### config.mk
export PLATFORM = sky130hd
export DESIGN_NAME = sha1_hash_engine
export DESIGN_NICKNAME = d
export VERILOG_FILES = /design/src/sv/sha1_pkg.sv /design/src/sv/sha1_hash_engine.sv /design/src/sv/sha1_dp.sv /design/src/sv/sha1_ctrl.sv
export SDC_FILE = /design/constraint.sdc
export NUM_CORES = 2
export LEC_CHECK = 0
export ABC_CLOCK_PERIOD_IN_PS = 21700
export BUFFER_PORTS_ARGS = -buffer_cell sky130_fd_sc_hd__buf_2
export CAP_MARGIN = 15
export CORE_MARGIN = 5
export CORE_UTILIZATION = 55
export DETAILED_ROUTE_END_ITERATION = 10
export PLACE_DENSITY = 0.71
export SYNTH_ARGS = -nofsm -noshare
export SYNTH_HDL_FRONTEND = slang
export SYNTH_HIERARCHICAL = 1
export SYNTH_SLANG_ARGS = --single-unit
### constraint.sdc
create_clock -name clk -period 21.7 [get_ports clk]
set_clock_uncertainty 0.2 [all_clocks]
set_input_delay 2.17 -clock clk [delete_from_list [all_inputs] [get_ports clk]]
set_output_delay 2.17 -clock clk [all_outputs]
set_load 0.03 [all_outputs]
### src/sv/sha1_pkg.sv
// Shared types, constants and round functions for the SHA-1 engine.
`timescale 1ns / 1ps

package sha1_pkg;

	localparam int WORD_W   = 32;
	localparam int NUM_H    = 5;
	localparam int BLK_BITS = 512;
	localparam int LEN_W    = 61;
	localparam int FILL_W   = 6;
	localparam int RND_W    = 7;
	localparam int IDX_W    = 3;

	localparam logic [7:0] PAD_BYTE = 8'h80;

	localparam logic [WORD_W-1:0] K_CH   = 32'h5A827999;
	localparam logic [WORD_W-1:0] K_PAR1 = 32'h6ED9EBA1;
	localparam logic [WORD_W-1:0] K_MAJ  = 32'h8F1BBCDC;
	localparam logic [WORD_W-1:0] K_PAR2 = 32'hCA62C1D6;

	// source of the byte shifted into the block register
	typedef enum logic [1:0] {
		SRC_MSG,
		SRC_PAD,
		SRC_ZERO,
		SRC_LEN
	} src_t;

	// round group: picks f() and K
	typedef enum logic [1:0] {
		RG_CH,
		RG_PAR1,
		RG_MAJ,
		RG_PAR2
	} rgrp_t;

	typedef struct packed {
		logic             shift_byte;
		src_t             src;
		logic             len_inc;
		logic             len_clr;
		logic             cmp_init;
		logic             cmp_round;
		rgrp_t            grp;
		logic             cmp_add;
		logic             emit_shift;
		logic [IDX_W-1:0] word_idx;
	} cmd_t;

	typedef struct packed {
		logic [FILL_W-1:0] fill;
	} sts_t;

	function automatic logic [WORD_W-1:0] iv_word(input logic [IDX_W-1:0] idx);
		logic [WORD_W-1:0] w;
		unique case (idx)
			3'd0:    w = 32'h67452301;
			3'd1:    w = 32'hEFCDAB89;
			3'd2:    w = 32'h98BADCFE;
			3'd3:    w = 32'h10325476;
			default: w = 32'hC3D2E1F0;
		endcase
		return w;
	endfunction

	function automatic logic [WORD_W-1:0] round_k(input rgrp_t grp);
		logic [WORD_W-1:0] k;
		unique case (grp)
			RG_CH:   k = K_CH;
			RG_PAR1: k = K_PAR1;
			RG_MAJ:  k = K_MAJ;
			default: k = K_PAR2;
		endcase
		return k;
	endfunction

	function automatic logic [WORD_W-1:0] round_f(input rgrp_t grp,
			input logic [WORD_W-1:0] b, input logic [WORD_W-1:0] c,
			input logic [WORD_W-1:0] d);
		logic [WORD_W-1:0] f;
		unique case (grp)
			RG_CH:   f = (b & c) | (~b & d);
			RG_MAJ:  f = (b & c) | (b & d) | (c & d);
			default: f = b ^ c ^ d;
		endcase
		return f;
	endfunction

endpackage

### src/sv/sha1_hash_engine.sv
// SHA-1 engine top level: byte stream in, five digest words out.
//
//  channel | handshake          | payload
//  --------+--------------------+------------------------------------
//  in      | in_valid, in_stall | data_byte, byte_valid, last
//  out     | out_valid,out_stall| digest_word, word_index, last_word
//
// Message bytes shift in while in_stall is low; the 64th byte of a block starts
// a compression (load, 80 rounds, chaining add) in the single shared round unit.
// On last, padding shifts one byte per cycle (64 - fill, or 128 - fill when
// the length does not fit), with no shift when the zeros reach the length slot,
// plus one or two compressions, then five digest transfers. Input is stalled
// from block completion until that compression ends, and after last until the
// last digest transfer. Reset restores the IV and clears length and fill at once.
`timescale 1ns / 1ps

module sha1_hash_engine import sha1_pkg::*; (
	input  logic              clk,
	input  logic              arst_n,
	input  logic              in_valid,
	output logic              in_stall,
	input  logic [7:0]        data_byte,
	input  logic              byte_valid,
	input  logic              last,
	output logic              out_valid,
	input  logic              out_stall,
	output logic [WORD_W-1:0] digest_word,
	output logic [IDX_W-1:0]  word_index,
	output logic              last_word
);

	cmd_t cmd;
	sts_t sts;

	sha1_ctrl u_ctrl (
		.clk        (clk),
		.arst_n     (arst_n),
		.in_valid   (in_valid),
		.in_stall   (in_stall),
		.byte_valid (byte_valid),
		.last       (last),
		.out_valid  (out_valid),
		.out_stall  (out_stall),
		.word_index (word_index),
		.last_word  (last_word),
		.sts        (sts),
		.cmd        (cmd)
	);

	sha1_dp u_dp (
		.clk         (clk),
		.arst_n      (arst_n),
		.cmd         (cmd),
		.data_byte   (data_byte),
		.sts         (sts),
		.digest_word (digest_word)
	);

endmodule

### src/sv/sha1_dp.sv
// SHA-1 datapath: block shift register, round variables, chaining value, length.
`timescale 1ns / 1ps

module sha1_dp import sha1_pkg::*; (
	input  logic              clk,
	input  logic              arst_n,
	input  cmd_t              cmd,
	input  logic [7:0]        data_byte,
	output sts_t              sts,
	output logic [WORD_W-1:0] digest_word
);

	// block word j sits at blk_q[BLK_BITS-1-WORD_W*j -: WORD_W]
	logic [BLK_BITS-1:0] blk_q;
	logic [WORD_W-1:0]   a_q, b_q, c_q, d_q, e_q;
	logic [WORD_W-1:0]   h_q [NUM_H];
	logic [LEN_W-1:0]    len_q;
	logic [FILL_W-1:0]   fill_q;

	logic [63:0]         bit_len;
	logic [7:0]          len_byte;
	logic [7:0]          in_byte;
	logic [WORD_W-1:0]   w0, w2, w8, w13, w_mix, w_new, t_sum;

	assign bit_len  = {len_q, 3'b000};
	// fill 56..63 walks the length bytes, most significant first
	assign len_byte = bit_len[63 - 8 * fill_q[2:0] -: 8];

	always_comb begin
		unique case (cmd.src)
			SRC_MSG:  in_byte = data_byte;
			SRC_PAD:  in_byte = PAD_BYTE;
			SRC_ZERO: in_byte = 8'h00;
			default:  in_byte = len_byte;
		endcase
	end

	assign w0    = blk_q[BLK_BITS-1                -: WORD_W];
	assign w2    = blk_q[BLK_BITS-1 - WORD_W * 2   -: WORD_W];
	assign w8    = blk_q[BLK_BITS-1 - WORD_W * 8   -: WORD_W];
	assign w13   = blk_q[BLK_BITS-1 - WORD_W * 13  -: WORD_W];
	assign w_mix = w13 ^ w8 ^ w2 ^ w0;
	assign w_new = {w_mix[WORD_W-2:0], w_mix[WORD_W-1]};

	assign t_sum = {a_q[WORD_W-6:0], a_q[WORD_W-1 -: 5]}
		+ round_f(cmd.grp, b_q, c_q, d_q) + e_q + round_k(cmd.grp) + w0;

	always_ff @(posedge clk) begin
		if (cmd.shift_byte) begin
			blk_q <= {blk_q[BLK_BITS-9:0], in_byte};
		end else if (cmd.cmp_round) begin
			blk_q <= {blk_q[BLK_BITS-WORD_W-1:0], w_new};
		end
		if (cmd.cmp_init) begin
			a_q <= h_q[0];
			b_q <= h_q[1];
			c_q <= h_q[2];
			d_q <= h_q[3];
			e_q <= h_q[4];
		end else if (cmd.cmp_round) begin
			a_q <= t_sum;
			b_q <= a_q;
			c_q <= {b_q[1:0], b_q[WORD_W-1:2]};
			d_q <= c_q;
			e_q <= d_q;
		end
	end

	always_ff @(posedge clk or negedge arst_n) begin
		if (!arst_n) begin
			for (int i = 0; i < NUM_H; i++) begin
				h_q[i] <= iv_word(IDX_W'(i));
			end
			len_q  <= '0;
			fill_q <= '0;
		end else begin
			if (cmd.cmp_add) begin
				h_q[0] <= h_q[0] + a_q;
				h_q[1] <= h_q[1] + b_q;
				h_q[2] <= h_q[2] + c_q;
				h_q[3] <= h_q[3] + d_q;
				h_q[4] <= h_q[4] + e_q;
			end else if (cmd.emit_shift) begin
				// digest leaves from h0; IV refills from the top
				for (int i = 0; i < NUM_H - 1; i++) begin
					h_q[i] <= h_q[i+1];
				end
				h_q[NUM_H-1] <= iv_word(cmd.word_idx);
			end
			if (cmd.len_clr) begin
				len_q <= '0;
			end else if (cmd.len_inc) begin
				len_q <= len_q + LEN_W'(1);
			end
			if (cmd.shift_byte) begin
				fill_q <= fill_q + FILL_W'(1);
			end
		end
	end

	assign sts.fill    = fill_q;
	assign digest_word = h_q[0];

endmodule

### src/sv/sha1_ctrl.sv
// SHA-1 controller: byte intake, padding sequence, round count, digest transfers.
`timescale 1ns / 1ps

module sha1_ctrl import sha1_pkg::*; (
	input  logic             clk,
	input  logic             arst_n,
	input  logic             in_valid,
	output logic             in_stall,
	input  logic             byte_valid,
	input  logic             last,
	output logic             out_valid,
	input  logic             out_stall,
	output logic [IDX_W-1:0] word_index,
	output logic             last_word,
	input  sts_t             sts,
	output cmd_t             cmd
);

	typedef enum logic [2:0] {
		ST_ACCEPT,
		ST_PAD80,
		ST_PADZ,
		ST_PADLEN,
		ST_CINIT,
		ST_CRND,
		ST_CADD,
		ST_EMIT
	} state_t;

	localparam logic [FILL_W-1:0] FILL_FULL = FILL_W'(63);
	localparam logic [FILL_W-1:0] FILL_LEN  = FILL_W'(56);
	localparam logic [RND_W-1:0]  RND_LAST  = RND_W'(79);

	state_t            state_q, ret_q;
	logic [RND_W-1:0]  rnd_q;
	logic              out_valid_q, last_q;
	logic [IDX_W-1:0]  idx_q;
	logic              in_xfer, out_xfer, fill_end;
	rgrp_t             grp;

	assign in_stall = (state_q != ST_ACCEPT);
	assign in_xfer  = in_valid && !in_stall;
	assign out_xfer = out_valid_q && !out_stall;
	assign fill_end = (sts.fill == FILL_FULL);

	always_comb begin
		priority if (rnd_q < RND_W'(20)) grp = RG_CH;
		else if (rnd_q < RND_W'(40))     grp = RG_PAR1;
		else if (rnd_q < RND_W'(60))     grp = RG_MAJ;
		else                             grp = RG_PAR2;
	end

	always_comb begin
		cmd            = '0;
		cmd.src        = SRC_MSG;
		cmd.grp        = grp;
		cmd.word_idx   = idx_q;
		unique case (state_q)
			ST_ACCEPT: begin
				cmd.shift_byte = in_xfer && byte_valid;
				cmd.len_inc    = in_xfer && byte_valid;
			end
			ST_PAD80: begin
				cmd.shift_byte = 1'b1;
				cmd.src        = SRC_PAD;
			end
			ST_PADZ: begin
				cmd.shift_byte = (sts.fill != FILL_LEN);
				cmd.src        = SRC_ZERO;
			end
			ST_PADLEN: begin
				cmd.shift_byte = 1'b1;
				cmd.src        = SRC_LEN;
			end
			ST_CINIT: cmd.cmp_init  = 1'b1;
			ST_CRND:  cmd.cmp_round = 1'b1;
			ST_CADD:  cmd.cmp_add   = 1'b1;
			ST_EMIT: begin
				cmd.emit_shift = out_xfer;
				cmd.len_clr    = out_xfer && last_q;
			end
			default: ;
		endcase
	end

	always_ff @(posedge clk or negedge arst_n) begin
		if (!arst_n) begin
			state_q     <= ST_ACCEPT;
			ret_q       <= ST_ACCEPT;
			rnd_q       <= '0;
			out_valid_q <= 1'b0;
			last_q      <= 1'b0;
			idx_q       <= '0;
		end else begin
			unique case (state_q)
				ST_ACCEPT: begin
					if (in_xfer) begin
						if (byte_valid && fill_end) begin
							state_q <= ST_CINIT;
							ret_q   <= last ? ST_PAD80 : ST_ACCEPT;
						end else if (last) begin
							state_q <= ST_PAD80;
						end
					end
				end
				ST_PAD80: begin
					if (fill_end) begin
						state_q <= ST_CINIT;
						ret_q   <= ST_PADZ;
					end else begin
						state_q <= ST_PADZ;
					end
				end
				ST_PADZ: begin
					if (sts.fill == FILL_LEN) begin
						state_q <= ST_PADLEN;
					end else if (fill_end) begin
						state_q <= ST_CINIT;
						ret_q   <= ST_PADZ;
					end
				end
				ST_PADLEN: begin
					if (fill_end) begin
						state_q <= ST_CINIT;
						ret_q   <= ST_EMIT;
					end
				end
				ST_CINIT: begin
					rnd_q   <= '0;
					state_q <= ST_CRND;
				end
				ST_CRND: begin
					rnd_q <= rnd_q + RND_W'(1);
					if (rnd_q == RND_LAST) begin
						state_q <= ST_CADD;
					end
				end
				ST_CADD: begin
					rnd_q   <= '0;
					state_q <= ret_q;
					if (ret_q == ST_EMIT) begin
						out_valid_q <= 1'b1;
						idx_q       <= '0;
						last_q      <= 1'b0;
					end
				end
				ST_EMIT: begin
					if (out_xfer) begin
						if (last_q) begin
							out_valid_q <= 1'b0;
							last_q      <= 1'b0;
							idx_q       <= '0;
							state_q     <= ST_ACCEPT;
						end else begin
							idx_q  <= idx_q + IDX_W'(1);
							last_q <= (idx_q == IDX_W'(NUM_H - 2));
						end
					end
				end
				default: state_q <= ST_ACCEPT;
			endcase
		end
	end

	assign out_valid  = out_valid_q;
	assign word_index = idx_q;
	assign last_word  = last_q;

endmodule

* Word level (Yosys, flattened, before mapping)
Index checks and enable logic that the tools add are counted.
Word-level totals: bits in registers 917, input port bits 14, word-level logic and storage cells 164, output and inout port bits 38
Operators by class: shifts and indexed selects 1, reduce and logical (&&, ||, !) cells 25, bitwise logic cells 13, $lt $le $gt $ge 3, multiplexer cells 61, $add $sub $neg 14, eq/ne operators 28
Operators by type and width (count):
- $mux W512 | 2
- $mux W160 | 2
- $mux W32 | 10
- $add A32 B32 Y32 | 9
- $xor A32 B32 Y32 | 5
- $and A32 B32 Y32 | 4
- $pmux W32 S4 | 1
- $mux W61 | 2
- $or A32 B32 Y32 | 3
- $pmux W32 S3 | 1
- $shiftx A71 B33 Y8 | 1
- $pmux W32 S2 | 1
- $add A61 B1 Y61 const B | 1
- $mux W3 | 17
- $not A32 Y32 | 1
- $pmux W3 S8 | 1
- $pmux W8 S3 | 1
- $eq A3 B3 Y1 const B | 5
- $lt A7 B6 Y1 const B | 2
- $mux W1 | 14
- $ne A2 B1 Y1 const B | 7
- $pmux W7 S2 | 1
- $eq A3 B2 Y1 const B | 4
- $eq A6 B6 Y1 const B | 2
- other kinds (29) | 48

* Longest topological paths before layout
word-level depth 12, gate-level depth with buffers 25, depth with buffers taken out 24

* Hierarchy
Netlist, hierarchy kept.
By module, submodules not included:
- sha1_dp | seq. area each 25959.9 µm², times used 1, area an instance 53277.3 µm², cells each 4641
- sha1_ctrl | seq. area each 450.4 µm², times used 1, area an instance 1272.5 µm², cells each 140

* Worst setup path before layout
Ideal clock, no wire load.
path type input port to flip-flop, start point input port in_valid, end point register u_dp.blk_q[0] (enable), slack 11.429 ns, library setup time 0.667 ns, path buffers 3, stages 6, arrival 9.404 ns, required time 20.833 ns, cell sequence nand2_1 > o22ai_1 > clkbuf_1 > clkbuf_1 > clkbuf_1 > or2_2
RTL lines:
- start: declaration | RTL line sha1_hash_engine.sv:20 | input logic in_valid,
- end signal: assignment | RTL line sha1_dp.sv:50 | blk_q <= {blk_q[BLK_BITS-9:0], in_byte};
- end signal: assignment | RTL line sha1_dp.sv:52 | blk_q <= {blk_q[BLK_BITS-WORD_W-1:0], w_new};
- end: declaration | RTL line sha1_dp.sv:14 | logic [BLK_BITS-1:0] blk_q;

==> results.txt <==
The number of warnings printed during yosys synthesis is 6. The share of synthesized area occupied by flip-flops and latches came out at 48.4%. The largest total area in the synthesized netlist belongs to edfxtp_1. In the layout the commonest cells are 672 x edfxtp_1, 520 x mux2_2, 443 x nand2_1.

The required time at the worst-slack endpoint is 21.91 ns. The upper clock frequency limit is 0.143 GHz. The post-CTS repair timing setup buffer count is 0. Dividing the detail-routed via count by the number of cells gives 6.07. Leaving out fill and tap cells, the most frequent cell in the layout is edfxtp_1.

The number of nets in the synthesized netlist came out at 5120. Along the worst hold path, the cell count comes to 1. The number of buffers created by CTS is 99.

The area of the placeable core is slightly below 100000 um^2. The total power per unit cell area is between 150 and 200 nW/um^2. The design draws 9370 uW. Yosys mapped a number of flops with a built-in enable equal to 672.

The total routed wirelength came out at 136 mm. The number of placed instances, taps included is 5929. The critical-path maximum fanout is 35.

At the later pin of the worst-skew pair, clock insertion delay measures 0.70 ns. The total leakage power came out at 0.0229 uW. The synthesized area per cell is 11.4 um^2. For the pin with the worst max-slew slack, the measured transition is around 1.1 ns. The global placement routability congestion is 0.956. In this run the worst hold path is classified as register to register.

The startpoint identified for the worst register-to-register timing path is u_ctrl/rnd_q[2]$_DFFE_PN0P_. The net switching power of the design came out at 3990 uW. The sequential group share of total power is roughly a quarter.

The count of state elements after synthesis is 917. VDD sags by at most 0.176 mV. The max-slew headroom at the worst pin came out at 27.8%. The path with the worst hold slack has its endpoint at u_dp/sts[5]$_DFFE_PN0P_. The capture point of the worst reg-to-reg path is u_dp/a_q[25]$_DFFE_PP_.

The site row count came out at 115. The switching part of the total came out at 42.6%. The chip width is 325 um.

Dividing the detail-routed wire length by the instance count gives 22.3 um. The port buffer count is 51. The type of element launching the critical path is a register. The flow ran to the end, and the final reports show no timing, DRC or antenna violations.

The final instance area came out at just under 60000 um^2. Per report_power, the clock group accounts for 18.5% of the total. After clock tree synthesis, the flow added hold-fix buffers numbering 0.

Counting every sink on the clock net gives around 900. The depth of the worst register-to-register path is 26. The combinational share of power is 55.4%.

The H-tree level count is 3. The first-pass detailed-route iteration total came out at 6. Relative to the synthesized area, the layout overhead comes to 8.47%. The area of the die came out at roughly 110000 um^2.

The minimum setup slack after placement came out at 14.77 ns. Entering global routing, the biggest net connects between 200 and 250 pins. The number of antenna-violating nets in the routed design is 0. The detailed router finished its first iteration with 3928 violations. The total via count after detailed routing is about 37000. The cell area after placement is 55800 um^2. The cell sitting at the root of the clock tree is a clkbuf_16.

Across all setup checks in the final design, the least slack found is 14.72 ns. The number of hold violations in the final report is 0. The number of endpoints failing setup at the final stage is 0.

The HPWL reported at the end of detailed placement is ~97 mm. Yosys attributes the largest share of cell area to edfxtp_1 37%, mux2_2 11%, dfrtp_1 7.6%. After layout, the worst path uses 32.2% of the clock period. The area fraction of the dominant cell type after synthesis came out at 37.0%. The number of global-route vias before repair is 36200. The number of slew-limit violations in the final report was 0. The tool flagged a number of max-cap violations equal to 0. Setup repair after global routing left no endpoint under its margin. The setup slack of the most critical reg-to-reg path is 14.72 ns.

The number of antenna violations at the first check in global routing came out at 0. The setup TNS is 0 ns. The number of buffers between clock root and the deepest sink is 3. After synthesis, the share of flip-flops with an asynchronous set or reset is between 20% and 30%. The count of pins on the block boundary came out at 52. The startpoint identified for the worst hold timing path is u_dp/sts[5]$_DFFE_PN0P_. The internal power of the cells totals 5380 uW. The count of cell types in the netlist is 101.

Global routing used 25.2% of the available tracks. In this run the vertical extent of the chip is 325 um. Cells with a size suffix above 1 make up 18.7% of the layout. Subtracting the final worst setup slack from the clock period gives 6.98 ns. The instance count of the mapped netlist is roughly 4800. The main flop type after synthesis is edfxtp_1.

The post-synthesis instance area is 54500 um^2. The DRC violations left came out at 0. The TritonCTS clock tree is done. The wire length of the first global-routing pass is 212 mm.

The starting utilization of the core area came out at 55.4%. STA classifies the critical path endpoint as a register. The worst setup path is of the register to register kind. Summed over all layers, the global routing overflow is 0. The final-stage net count is 5082. The number of gates resized after CTS was 0. The clock transition at the registers of the reported paths is 0.06 ns. The worst path arrival time is 7.19 ns. The final cell count without fillers came out at 6114.
==> through the flow <==
step | hold WS, ns | util (%)
final | 0.321 | 60.1
after detailed placement | 0.305 | 56.7
after CTS | 0.319 | 60.1
after global placement | 0.301 | 56.7
after floorplan | 0.276 | -
after global routing | 0.349 | 60.1
==> state kept, by name, indices dropped and copies added, names as in the netlist, 32 cells and up <==
signal and cells:
u_dp/c_q 32, u_dp/d_q 32, u_dp/len_q 61, u_dp/e_q 32, u_dp/b_q 32, u_dp/h_q 128, u_dp/digest_word 32, u_dp/blk_q 512
u_dp/a_q 32
==> worst max-delay path by stage <==
stage	startpoint	end	slack (ns)	cells past startpoint
after floorplan	in_valid	u_dp/blk_q[0]$_DFFE_PP_	11.43	6
after global placement	u_ctrl/rnd_q[2]$_DFFE_PN0P_	u_dp/a_q[25]$_DFFE_PP_	14.94	26
after global routing	u_ctrl/rnd_q[2]$_DFFE_PN0P_	u_dp/a_q[25]$_DFFE_PP_	14.31	26
after CTS	u_ctrl/rnd_q[2]$_DFFE_PN0P_	u_dp/a_q[25]$_DFFE_PP_	14.74	26
after detailed placement	u_ctrl/rnd_q[2]$_DFFE_PN0P_	u_dp/a_q[25]$_DFFE_PP_	14.77	26
final	u_ctrl/rnd_q[2]$_DFFE_PN0P_	u_dp/a_q[25]$_DFFE_PP_	14.72	26
==> metal layers <==
metal / part of all wire, % / global-route usage [%]
met3: 7.2 / 4.23
met1: 43 / 35.8
met2: 46 / 39.3
met4: 4.5 / 9.80
met5: 0 / 0
==> power groups by stage <==
stage                     Clock, uW  Sequential (uW)  Combinational, uW
after floorplan                   0             2370               3770
after global placement            0             2470               4950
after detailed placement          0             2470               5050
after CTS                      1780             2440               5090
after global routing           1850             2450               5720
final                          1740             2440               5190
==> worst max-delay path, cell delays in order (launching register included) <==
cell	delay [ns]
dfrtp_1	0.43
inv_1	0.08
maj3_1	0.35
o21ai_0	0.33
inv_1	0.12
ha_1	0.28
inv_1	0.07
buf_4	0.41
nand2_1	0.10
buf_4	0.27
o22ai_1	0.17
a21oi_1	0.09
fa_1	0.58
fa_1	0.41
inv_1	0.07
ha_1	0.16
inv_1	0.07
fa_1	0.46
nor2b_1	0.20
o31ai_1	0.11
a211oi_1	0.36
o211ai_1	0.20
a21oi_1	0.39
o21ai_0	0.20
a211oi_1	0.33
o21a_1	0.16
o31ai_1	0.07
==> area by class of cell <==
cell class                      instances  area, um^2
Sequential cell                       917       26400
Multi-Input combinational cell       3277       25800
Clock buffer                          126        2690
Timing Repair Buffer                   93         631
Antenna cell                            1        2.50
Tap cell                             1287        1610
Fill cell                            7858       39200
Clock inverter                         58         676
Inverter                              355        1330
==> Yosys cell counts (all sizes together), types with 80 or more instances <==
cell type / n
a21o: 91
a21oi: 212
clkbuf: 180
dfrtp: 165
dfstp: 80
edfxtp: 672
fa: 125
ha: 200
inv: 353
mux2: 520
mux2i: 103
nand2: 443
nor2: 189
o21ai: 390
xnor2: 187
xor2: 100
==> logic make-up after synthesis <==
| kind of cell | after synthesis | share of synthesized area (%) |
|---|---|---|
| AOI/OAI and AO/OA | 1025 | 11.8 |
| buffers and inverters | 587 | 4.33 |
| muxes | 636 | 13.2 |
| and+or+nand+nor | 1003 | 8.52 |
| xor gates and xnor gates | 287 | 4.61 |
| adders and majority gates | 326 | 9.19 |
| DFF | 917 | 48.4 |
Note: power is estimated with default switching activity, not from simulation.
